<file path="config.mk">
export PLATFORM = sky130hd
export DESIGN_NAME = cascaded_biquad_bandpass_top
export DESIGN_NICKNAME = d
export VERILOG_FILES = /design/src/rtl/core/cbb_pkg.sv /design/src/rtl/core/cbb_ctrl.sv /design/src/rtl/core/cbb_datapath.sv /design/src/rtl/core/cascaded_biquad_bandpass_top.sv
export SDC_FILE = /design/constraint.sdc
export NUM_CORES = 2
export LEC_CHECK = 0
export BUFFER_PORTS_ARGS = -buffer_cell sky130_fd_sc_hd__buf_2
export CORE_MARGIN = 2
export CORE_UTILIZATION = 35
export DETAILED_ROUTE_END_ITERATION = 16
export GPL_TIMING_DRIVEN = 1
export PLACE_DENSITY = 0.62
export SLEW_MARGIN = 20
export SYNTH_ARGS = -nofsm -noshare
export SYNTH_HDL_FRONTEND = slang
export SYNTH_SLANG_ARGS = --single-unit
</file>
<file path="constraint.sdc">
create_clock -name i_clk -period 10 [get_ports i_clk]
set_input_delay 0.5 -clock i_clk [delete_from_list [all_inputs] [get_ports i_clk]]
set_output_delay 0.5 -clock i_clk [all_outputs]
set_load 0.005 [all_outputs]
</file>
<file path="src/rtl/core/cbb_pkg.sv">
// ----------------------------------------------------------------------------
// cbb_pkg
// shared constants, types and command structs of the cascaded biquad bandpass
// ----------------------------------------------------------------------------
package cbb_pkg;

    // chain size and number format
    localparam int STAGES     = 8;
    localparam int FRAC_BITS  = 16;
    localparam int DATA_W     = 32;
    localparam int COEF_IDX_W = 4;

    localparam int NCOEF   = 2 * STAGES;
    localparam int COEF_AW = $clog2(NCOEF);
    localparam int STAGE_W = (STAGES > 1) ? $clog2(STAGES) : 1;
    localparam int TAP_W   = 3;
    localparam int PROD_W  = 2 * DATA_W;

    // last tap of the first stage (three scaled taps, two feedback) and of the others
    localparam logic [TAP_W-1:0] LAST_TAP_FIRST = TAP_W'(4);
    localparam logic [TAP_W-1:0] LAST_TAP_OTHER = TAP_W'(1);

    localparam logic signed [DATA_W-1:0] SCALE_RESET = DATA_W'(65536);

    // action codes
    localparam logic ACTION_FILTER = 1'b0;
    localparam logic ACTION_COEF   = 1'b1;

    typedef enum logic [1:0] {
        ST_IDLE,
        ST_MUL,
        ST_FIN
    } t_state;

    // multiplier operand selection
    typedef enum logic [2:0] {
        OP_X0,
        OP_X1,
        OP_X2,
        OP_A1,
        OP_A2
    } t_mul_op;

    typedef struct packed {
        logic               sample_load;
        logic               coef_load;
        logic               mul_en;
        t_mul_op            mul_op;
        logic               acc_init;
        logic               commit;
        logic               out_load;
        logic [STAGE_W-1:0] stage;
    } t_dp_cmd;

    typedef struct packed {
        logic out_full;
    } t_dp_stat;

endpackage

</file>
<file path="src/rtl/core/cbb_ctrl.sv">
// ----------------------------------------------------------------------------
// cbb_ctrl
// sequencer: walks stages and taps, issues datapath commands
// ----------------------------------------------------------------------------
module cbb_ctrl
    import cbb_pkg::*;
(
    input  logic    i_clk,
    input  logic    i_rst_n,
    input  logic    i_valid,
    input  logic    i_action,
    output logic    o_busy,
    input  t_dp_stat i_stat,
    output t_dp_cmd o_cmd
);

    t_state             r_state, n_state;
    logic [STAGE_W-1:0] r_stage, n_stage;
    logic [TAP_W-1:0]   r_tap, n_tap;

    logic               w_first;
    logic               w_last_stage;
    logic [TAP_W-1:0]   w_last_tap;

    assign w_first      = (r_stage == '0);
    assign w_last_stage = (r_stage == STAGE_W'(STAGES - 1));
    assign w_last_tap   = w_first ? LAST_TAP_FIRST : LAST_TAP_OTHER;
    assign o_busy       = (r_state != ST_IDLE);

    always_ff @(posedge i_clk) begin
        if (!i_rst_n) begin
            r_state <= ST_IDLE;
            r_stage <= '0;
            r_tap   <= '0;
        end else begin
            r_state <= n_state;
            r_stage <= n_stage;
            r_tap   <= n_tap;
        end
    end

    always_comb begin
        n_state = r_state;
        n_stage = r_stage;
        n_tap   = r_tap;

        o_cmd             = '0;
        o_cmd.mul_op      = OP_X0;
        o_cmd.stage       = r_stage;

        // tap to operand map
        if (w_first) begin
            case (r_tap)
                TAP_W'(0): o_cmd.mul_op = OP_X0;
                TAP_W'(1): o_cmd.mul_op = OP_X1;
                TAP_W'(2): o_cmd.mul_op = OP_X2;
                TAP_W'(3): o_cmd.mul_op = OP_A1;
                default:   o_cmd.mul_op = OP_A2;
            endcase
        end else begin
            o_cmd.mul_op = (r_tap == '0) ? OP_A1 : OP_A2;
        end

        case (r_state)
            ST_IDLE: begin
                if (i_valid) begin
                    if (i_action == ACTION_COEF) begin
                        o_cmd.coef_load = 1'b1;
                    end else begin
                        o_cmd.sample_load = 1'b1;
                        n_state = ST_MUL;
                        n_stage = '0;
                        n_tap   = '0;
                    end
                end
            end
            ST_MUL: begin
                o_cmd.mul_en   = 1'b1;
                o_cmd.acc_init = (r_tap == '0);
                if (r_tap == w_last_tap) begin
                    n_state = ST_FIN;
                end else begin
                    n_tap = r_tap + TAP_W'(1);
                end
            end
            ST_FIN: begin
                if (w_last_stage) begin
                    if (!i_stat.out_full) begin
                        o_cmd.commit   = 1'b1;
                        o_cmd.out_load = 1'b1;
                        n_state = ST_IDLE;
                    end
                end else begin
                    o_cmd.commit = 1'b1;
                    n_stage = r_stage + STAGE_W'(1);
                    n_tap   = '0;
                    n_state = ST_MUL;
                end
            end
            default: begin
                n_state = ST_IDLE;
            end
        endcase
    end

endmodule

</file>
<file path="src/rtl/core/cbb_datapath.sv">
// ----------------------------------------------------------------------------
// cbb_datapath
// histories, coefficient table, shared multiplier, accumulator, output register
// ----------------------------------------------------------------------------
module cbb_datapath
    import cbb_pkg::*;
(
    input  logic                     i_clk,
    input  logic                     i_rst_n,
    input  t_dp_cmd                  i_cmd,
    output t_dp_stat                 o_stat,
    input  logic                     i_cfg_wr_en,
    input  logic signed [DATA_W-1:0] i_cfg_wr_data,
    input  logic signed [DATA_W-1:0] i_sample_in,
    input  logic [COEF_IDX_W-1:0]    i_coef_index,
    input  logic signed [DATA_W-1:0] i_coef_value,
    input  logic                     i_stall,
    output logic                     o_valid,
    output logic signed [DATA_W-1:0] o_filtered_out
);

    logic signed [DATA_W-1:0] r_scale;
    logic signed [DATA_W-1:0] r_x    [3];
    logic signed [DATA_W-1:0] r_hist [STAGES][3];
    logic signed [DATA_W-1:0] r_prev [3];
    logic signed [DATA_W-1:0] r_coef [NCOEF];
    logic signed [PROD_W-1:0] r_prod;
    logic                     r_psub;
    logic signed [DATA_W-1:0] r_acc;
    logic signed [DATA_W-1:0] r_out;
    logic                     r_ov;

    logic signed [DATA_W-1:0] w_mul_a, w_mul_b;
    logic signed [PROD_W-1:0] w_prod;
    logic signed [DATA_W-1:0] w_pslice, w_pterm, w_sum;
    logic signed [DATA_W-1:0] w_t0, w_t1, w_t2, w_num;
    logic [COEF_AW-1:0]       w_a1_idx, w_a2_idx, w_wr_idx;

    assign w_a1_idx = {i_cmd.stage, 1'b0};
    assign w_a2_idx = {i_cmd.stage, 1'b1};
    assign w_wr_idx = COEF_AW'(i_coef_index);

    // operand select for the shared multiplier, r_hist[0] is always the current stage
    always_comb begin
        case (i_cmd.mul_op)
            OP_X0: begin
                w_mul_a = r_x[0];
                w_mul_b = r_scale;
            end
            OP_X1: begin
                w_mul_a = {r_x[1][DATA_W-2:0], 1'b0};
                w_mul_b = r_scale;
            end
            OP_X2: begin
                w_mul_a = r_x[2];
                w_mul_b = r_scale;
            end
            OP_A1: begin
                w_mul_a = r_coef[w_a1_idx];
                w_mul_b = r_hist[0][0];
            end
            OP_A2: begin
                w_mul_a = r_coef[w_a2_idx];
                w_mul_b = r_hist[0][1];
            end
            default: begin
                w_mul_a = r_x[0];
                w_mul_b = r_scale;
            end
        endcase
    end

    assign w_prod   = w_mul_a * w_mul_b;
    assign w_pslice = r_prod[FRAC_BITS +: DATA_W];
    assign w_pterm  = r_psub ? -w_pslice : w_pslice;
    assign w_sum    = r_acc + w_pterm;

    // doubled numerator taps from the previous stage, middle tap doubled again
    assign w_t0  = {r_prev[0][DATA_W-2:0], 1'b0};
    assign w_t1  = {r_prev[1][DATA_W-3:0], 2'b00};
    assign w_t2  = {r_prev[2][DATA_W-2:0], 1'b0};
    assign w_num = i_cmd.stage[0] ? (w_t0 - w_t1 + w_t2) : (w_t0 + w_t1 + w_t2);

    assign o_stat.out_full = r_ov && i_stall;
    assign o_valid         = r_ov;
    assign o_filtered_out  = r_out;

    // filter state
    always_ff @(posedge i_clk) begin
        if (!i_rst_n) begin
            r_scale <= SCALE_RESET;
            r_ov    <= 1'b0;
            for (int k = 0; k < 3; k++) begin
                r_x[k] <= '0;
            end
            for (int s = 0; s < STAGES; s++) begin
                for (int k = 0; k < 3; k++) begin
                    r_hist[s][k] <= '0;
                end
            end
            for (int c = 0; c < NCOEF; c++) begin
                r_coef[c] <= '0;
            end
        end else begin
            if (i_cfg_wr_en) begin
                r_scale <= i_cfg_wr_data;
            end
            if (i_cmd.coef_load && (32'(i_coef_index) < NCOEF)) begin
                r_coef[w_wr_idx] <= i_coef_value;
            end
            if (i_cmd.sample_load) begin
                r_x[2] <= r_x[1];
                r_x[1] <= r_x[0];
                r_x[0] <= i_sample_in;
            end
            // rotate the stage histories so the next stage lands at index 0
            if (i_cmd.commit) begin
                for (int s = 0; s < STAGES - 1; s++) begin
                    r_hist[s] <= r_hist[s+1];
                end
                r_hist[STAGES-1][0] <= w_sum;
                r_hist[STAGES-1][1] <= r_hist[0][0];
                r_hist[STAGES-1][2] <= r_hist[0][1];
            end
            if (i_cmd.out_load) begin
                r_ov <= 1'b1;
            end else if (r_ov && !i_stall) begin
                r_ov <= 1'b0;
            end
        end
    end

    // working registers
    always_ff @(posedge i_clk) begin
        if (i_cmd.mul_en) begin
            r_prod <= w_prod;
            r_psub <= (i_cmd.mul_op == OP_A1) || (i_cmd.mul_op == OP_A2);
            if (i_cmd.acc_init) begin
                r_acc <= (i_cmd.stage == '0) ? '0 : w_num;
            end else begin
                r_acc <= w_sum;
            end
        end
        if (i_cmd.commit) begin
            r_prev[0] <= w_sum;
            r_prev[1] <= r_hist[0][0];
            r_prev[2] <= r_hist[0][1];
        end
        if (i_cmd.out_load) begin
            r_out <= w_sum;
        end
    end

endmodule

</file>
<file path="src/rtl/core/cascaded_biquad_bandpass_top.sv">
// ----------------------------------------------------------------------------
// cascaded_biquad_bandpass_top
// bandpass made of a chain of direct form i biquads with a shared multiplier
// ----------------------------------------------------------------------------
//
//  port group   dir   handshake            payload
//  in channel   in    i_valid / o_stall    i_action, i_sample_in, i_coef_index,
//                                          i_coef_value
//  out channel  out   o_valid / i_stall    o_filtered_out
//  config       in    i_cfg_wr_en          i_cfg_wr_data (filter scale)
//
//  a sample beat is taken from idle, then the single 32x32 multiplier
//  walks the chain: five products for the first stage, two for each
//  later one, plus one closing step per stage to commit its sum
//  a coefficient beat is taken from idle and gives no result
//  reset is synchronous, clears histories and coefficients, sets unity scale
//  a held result only blocks the final commit of the next sample
//
module cascaded_biquad_bandpass_top
    import cbb_pkg::*;
(
    input  logic                     i_clk,
    input  logic                     i_rst_n,
    // input channel
    input  logic                     i_valid,
    output logic                     o_stall,
    input  logic                     i_action,
    input  logic signed [DATA_W-1:0] i_sample_in,
    input  logic [COEF_IDX_W-1:0]    i_coef_index,
    input  logic signed [DATA_W-1:0] i_coef_value,
    // output channel
    output logic                     o_valid,
    input  logic                     i_stall,
    output logic signed [DATA_W-1:0] o_filtered_out,
    // configuration
    input  logic                     i_cfg_wr_en,
    input  logic signed [DATA_W-1:0] i_cfg_wr_data
);

    t_dp_cmd  w_cmd;
    t_dp_stat w_stat;
    logic     w_busy;

    // input side stalls while a sample walks the chain
    assign o_stall = w_busy;

    // sequencer: stage and tap counters
    cbb_ctrl u_ctrl (
        .i_clk    (i_clk),
        .i_rst_n  (i_rst_n),
        .i_valid  (i_valid),
        .i_action (i_action),
        .o_busy   (w_busy),
        .i_stat   (w_stat),
        .o_cmd    (w_cmd)
    );

    // histories, coefficient table, multiplier and accumulator
    cbb_datapath u_dp (
        .i_clk          (i_clk),
        .i_rst_n        (i_rst_n),
        .i_cmd          (w_cmd),
        .o_stat         (w_stat),
        .i_cfg_wr_en    (i_cfg_wr_en),
        .i_cfg_wr_data  (i_cfg_wr_data),
        .i_sample_in    (i_sample_in),
        .i_coef_index   (i_coef_index),
        .i_coef_value   (i_coef_value),
        .i_stall        (i_stall),
        .o_valid        (o_valid),
        .o_filtered_out (o_filtered_out)
    );

    // a new result only comes from the last stage's commit
    a_result_from_commit: assert property (@(posedge i_clk) disable iff (!i_rst_n)
        $rose(o_valid) |-> $past(w_cmd.out_load))
        else $error("result appeared without a final commit");

    // a held result is never overwritten
    a_no_overwrite: assert property (@(posedge i_clk) disable iff (!i_rst_n)
        w_cmd.out_load |-> !(o_valid && i_stall))
        else $error("result overwritten while stalled");

    // an accepted sample keeps the input side stalled on the next cycle
    a_sample_busy: assert property (@(posedge i_clk) disable iff (!i_rst_n)
        (i_valid && !o_stall && (i_action == ACTION_FILTER)) |=> o_stall)
        else $error("sample accepted but sequencer idle");

    // coefficient writes only happen between samples
    a_coef_idle: assert property (@(posedge i_clk) disable iff (!i_rst_n)
        w_cmd.coef_load |-> !w_cmd.mul_en && !w_cmd.commit)
        else $error("coefficient write during filtering");

endmodule

</file>
==> flow_metrics.tcl <==
set metrics [dict create \
    status "finished, final reports clean" \
    viasPerCell 5.035 \
    place_congestion 0.9365 \
    hold_class "in -> reg" \
    initial_utilization 0.3518 \
    ys_ff_latch 1353 \
    crit_path_top_delay_cell "fa_1" \
    peakVddDrop_mv 0.5806 \
    drt_first_pass_iters 7 \
    max_slew.worst_pin.slew_ps 1200 \
    synth-main-ff-cell "edfxtp_1" \
    die_h_um 509.2 \
    crit_buf_inv 8 \
    antenna_found_initial 23 \
    hold_start "i_cfg_wr_data[3]" \
    stdcell_count 11700 \
    max_stage_delay_ps 530 \
    worstPathMaxFanout 24 \
    hold_ws_ps 100.0 \
    grt_max_degree 211 \
    grtUsageTotal 0.2054 \
    period_needed_ps 9649 \
    cts_tree "built" \
    leakage_nw 41.27 \
    yosys_warnings 0 \
    core_mm2 0.2539 \
    synth_area_mm2 0.08934 \
    grt_pass1_wl_um 395000 \
    fp.dieW_um 509.2 \
    synth_area_leader_cell "edfxtp_1" \
    dieArea_mm2 0.2593 \
    yosys.cell_types.count 87 \
    dp_cells 11390 \
    drtIter0Drc 5054 \
    fin_nets 9484 \
    end_kind "flip-flop" \
    syn_inst 8018 \
    worst_setup_path_start_kind "flip-flop" \
    cts_num_sinks 1353 \
    syn_nets 9285 \
    clock-root-buffer "clkbuf_16" \
    grt_overflow_total 0 \
    tns_ps 0 \
    synth_area_leaders "edfxtp_1 36%, fa_1 20%, and2_1 6.9%" \
    synth-async-reset-ratio 0 \
    max_freq_mhz 103.6 \
    clock_skew_ps 40.69 \
    drive_gt1_frac 0.1095 \
    setup_viol 0 \
    worst_ep_arrival_time_ps 10190 \
    numPortBuffers 139 \
    slew_viol_final 0 \
    cap_violations 0 \
    required_ps 10540 \
    area_growth_pct 13.03 \
    slew_headroom 0.1997 \
    rr_worst_depth 34 \
    crit_path_frequent_cell "fa_1" \
    wl_um 264300 \
    avgRoutedWirePerCell_um 22.59 \
    holdPathEnd "u_dp.r_scale[3]$_SDFFE_PN0P_" \
    path_delay_family "adder cells" \
    post-dp-hpwl_um 194500 \
    ant_nets 0 \
    drc 0 \
    r2r-end "u_dp.r_prod[43]$_DFFE_PP_" \
    yosysSeqAreaShare 0.4248 \
    path_clk_slew_ps 60 \
    hold_viol 0 \
    p_per_area_mw_per_mm2 267.2 \
    h-tree-depth 4 \
    num_rows 185 \
    rr_startpoint "u_ctrl.r_tap[0]$_SDFFE_PN0P_" \
    whs_path_depth 3 \
    avgSynthCellArea_um2 11.14 \
    grt_pass1_vias 61440 \
    synth_edf_count 1085 \
    cts_buffers 136 \
    clk_latency_ps 800 \
    yosys.area.top_type_share 0.3647 \
    clockBufferDepth 3 \
    vias 58900 \
    ios 140 \
    worstSetupPathType "reg -> reg" \
    timing.final.crit_share 0.9649 \
    regToRegSetupSlack_ps 350 \
]
==> cell type report <==
| type | instances | area [um2] |
|---|---|---|
| multi-input cells | 5181 | 46370 |
| well taps | 3366 | 4212 |
| repair buffers | 497 | 3990 |
| flip-flops and latches | 1353 | 37960 |
| clock inverters | 65 | 828.3 |
| diodes | 9 | 22.52 |
| inverters | 1048 | 3953 |
| clock buffers | 179 | 3655 |
| fillers | 24040 | 152900 |
==> per-stage QoR <==
| step | area [um2] | power [mW] | util | worst slack [ps] |
|---|---|---|---|---|
| global route | 101000 | 28.83 | 0.3976 | -41.46 |
| global placement | 95690 | 21.51 | 0.3768 | -209.3 |
| floorplan | 89340 | 15.89 | - | 244.6 |
| CTS | 100700 | 26.95 | 0.3964 | 4.937 |
| finish | 101000 | 26.98 | 0.3977 | 351.0 |
| detailed placement | 95690 | 21.60 | 0.3769 | -405.1 |
==> routing by layer <==
layer,part of all wire,vias to the layer above,GRT usage
met5,0.00044,-,0
met4,0.051,22,0.09520
met2,0.47,1975,0.3327
met1,0.41,30130,0.2672
li1,-,26280,-
met3,0.069,485,0.03754
==> synthesized netlist by cell type (8+ instances only) <==
| cell | count |
|---|---|
| a211oi_1 | 13 |
| a21boi_0 | 219 |
| a21o_1 | 69 |
| a21oi_1 | 138 |
| a221o_1 | 17 |
| a22o_1 | 16 |
| a22oi_1 | 52 |
| a31oi_1 | 12 |
| and2_1 | 983 |
| and3_1 | 10 |
| buf_1 | 20 |
| buf_2 | 32 |
| clkbuf_1 | 379 |
| dfxtp_1 | 268 |
| edfxtp_1 | 1085 |
| fa_1 | 899 |
| ha_1 | 262 |
| inv_1 | 1045 |
| mux2i_1 | 56 |
| mux4_2 | 128 |
| nand2_1 | 1156 |
| nand2b_1 | 41 |
| nand3_1 | 24 |
| nand4_1 | 13 |
| nor2_1 | 446 |
| nor2b_1 | 66 |
| nor3_1 | 27 |
| nor4_1 | 8 |
| o2111ai_1 | 18 |
| o21a_1 | 33 |
| o21ai_0 | 112 |
| o21ai_1 | 25 |
| o21bai_1 | 14 |
| o31ai_1 | 16 |
| o32a_1 | 11 |
| or3_1 | 19 |
| xnor2_1 | 134 |
| xor2_1 | 43 |
==> power by group <==
| group | switching [mW] | internal (mW) | leakage (nW) |
|---|---|---|---|
| clock | 2.30 | 2.89 | 2.16 |
| combinational | 8.67 | 5.91 | 25.9 |
| sequential | 0.225 | 7.00 | 13.2 |
| total | 11.2 | 15.8 | 41.3 |
==> cells by family after synthesis <==
| kind of cell | synth area share |
|---|---|
| AND/OR/NAND/NOR | 0.1533 |
| buffers and inverters | 0.06308 |
| flip-flops | 0.4248 |
| adder cells (fa/ha/maj) | 0.2381 |
| AO/OA/AOI/OAI | 0.06442 |
| multiplexers | 0.03879 |
| XOR/XNOR | 0.01753 |
==> cells in the final DEF, fill, tap and decap left out, types with 18 or more instances in the layout <==
cell type	count
nor2_1	433
inv_1	1043
nand3_1	23
dlygate4sd3_1	43
or3_1	19
o21a_1	31
nor2b_1	66
buf_2	138
a21boi_0	219
a21o_1	69
a21oi_1	134
dfxtp_1	265
xnor2_1	134
xor2_1	43
mux2i_1	56
mux4_2	128
o2111ai_1	18
clkbuf_16	137
o21ai_0	97
a22oi_1	37
fa_1	898
nand2_1	1150
o21ai_1	20
nand2b_1	38
clkbuf_1	34
ha_1	262
and2_1	977
edfxtp_1	1085
buf_4	274
nor3_1	22
buf_12	33
==> registers in the layout (all words and copies together), names as in the netlist, 3 cells and up, named ones only <==
signal and cells:
u_dp.r_x 96, u_dp.r_prod 32, u_dp.r_prev 92, u_dp.r_hist 512
u_ctrl.r_stage 3, u_dp.r_coef 512, u_dp.o_filtered_out 32, u_dp.r_acc 32
u_dp.r_scale 32, u_ctrl.r_tap 3
==> worst min-delay path: stages <==
cell and delay, ps:
buf_2 160, mux2i_1 90, nor2b_1 90
==> repair_timing <==
action                                  in CTS  in global routing
endpoints found under the hold margin       43                  0
resized for setup                           11                 53
cloned                                       0                  1
pin swaps                                    2                  7
endpoints found under the setup margin      21                 21
buffers inserted                             2                  6
hold buffers                                43                  0
==> how the worst max path moves through the flow <==
stage	start	end	slack, ps	cells after the start
2_1_floorplan	u_ctrl.r_tap[1]$_SDFFE_PN0P_	u_dp.r_prod[47]$_DFFE_PP_	240	34
3_3_place_gp	u_ctrl.r_tap[1]$_SDFFE_PN0P_	u_dp.r_prod[43]$_DFFE_PP_	-210	33
3_5_place_dp	u_ctrl.r_tap[1]$_SDFFE_PN0P_	u_dp.r_prod[43]$_DFFE_PP_	-410	33
4_1_cts	u_ctrl.r_tap[1]$_SDFFE_PN0P_	u_dp.r_prod[46]$_DFFE_PP_	5	33
5_1_grt	u_ctrl.r_tap[1]$_SDFFE_PN0P_	u_dp.r_prod[43]$_DFFE_PP_	-40	35
6_report	u_ctrl.r_tap[0]$_SDFFE_PN0P_	u_dp.r_prod[43]$_DFFE_PP_	350	34
(Power assumes the default switching activity.)
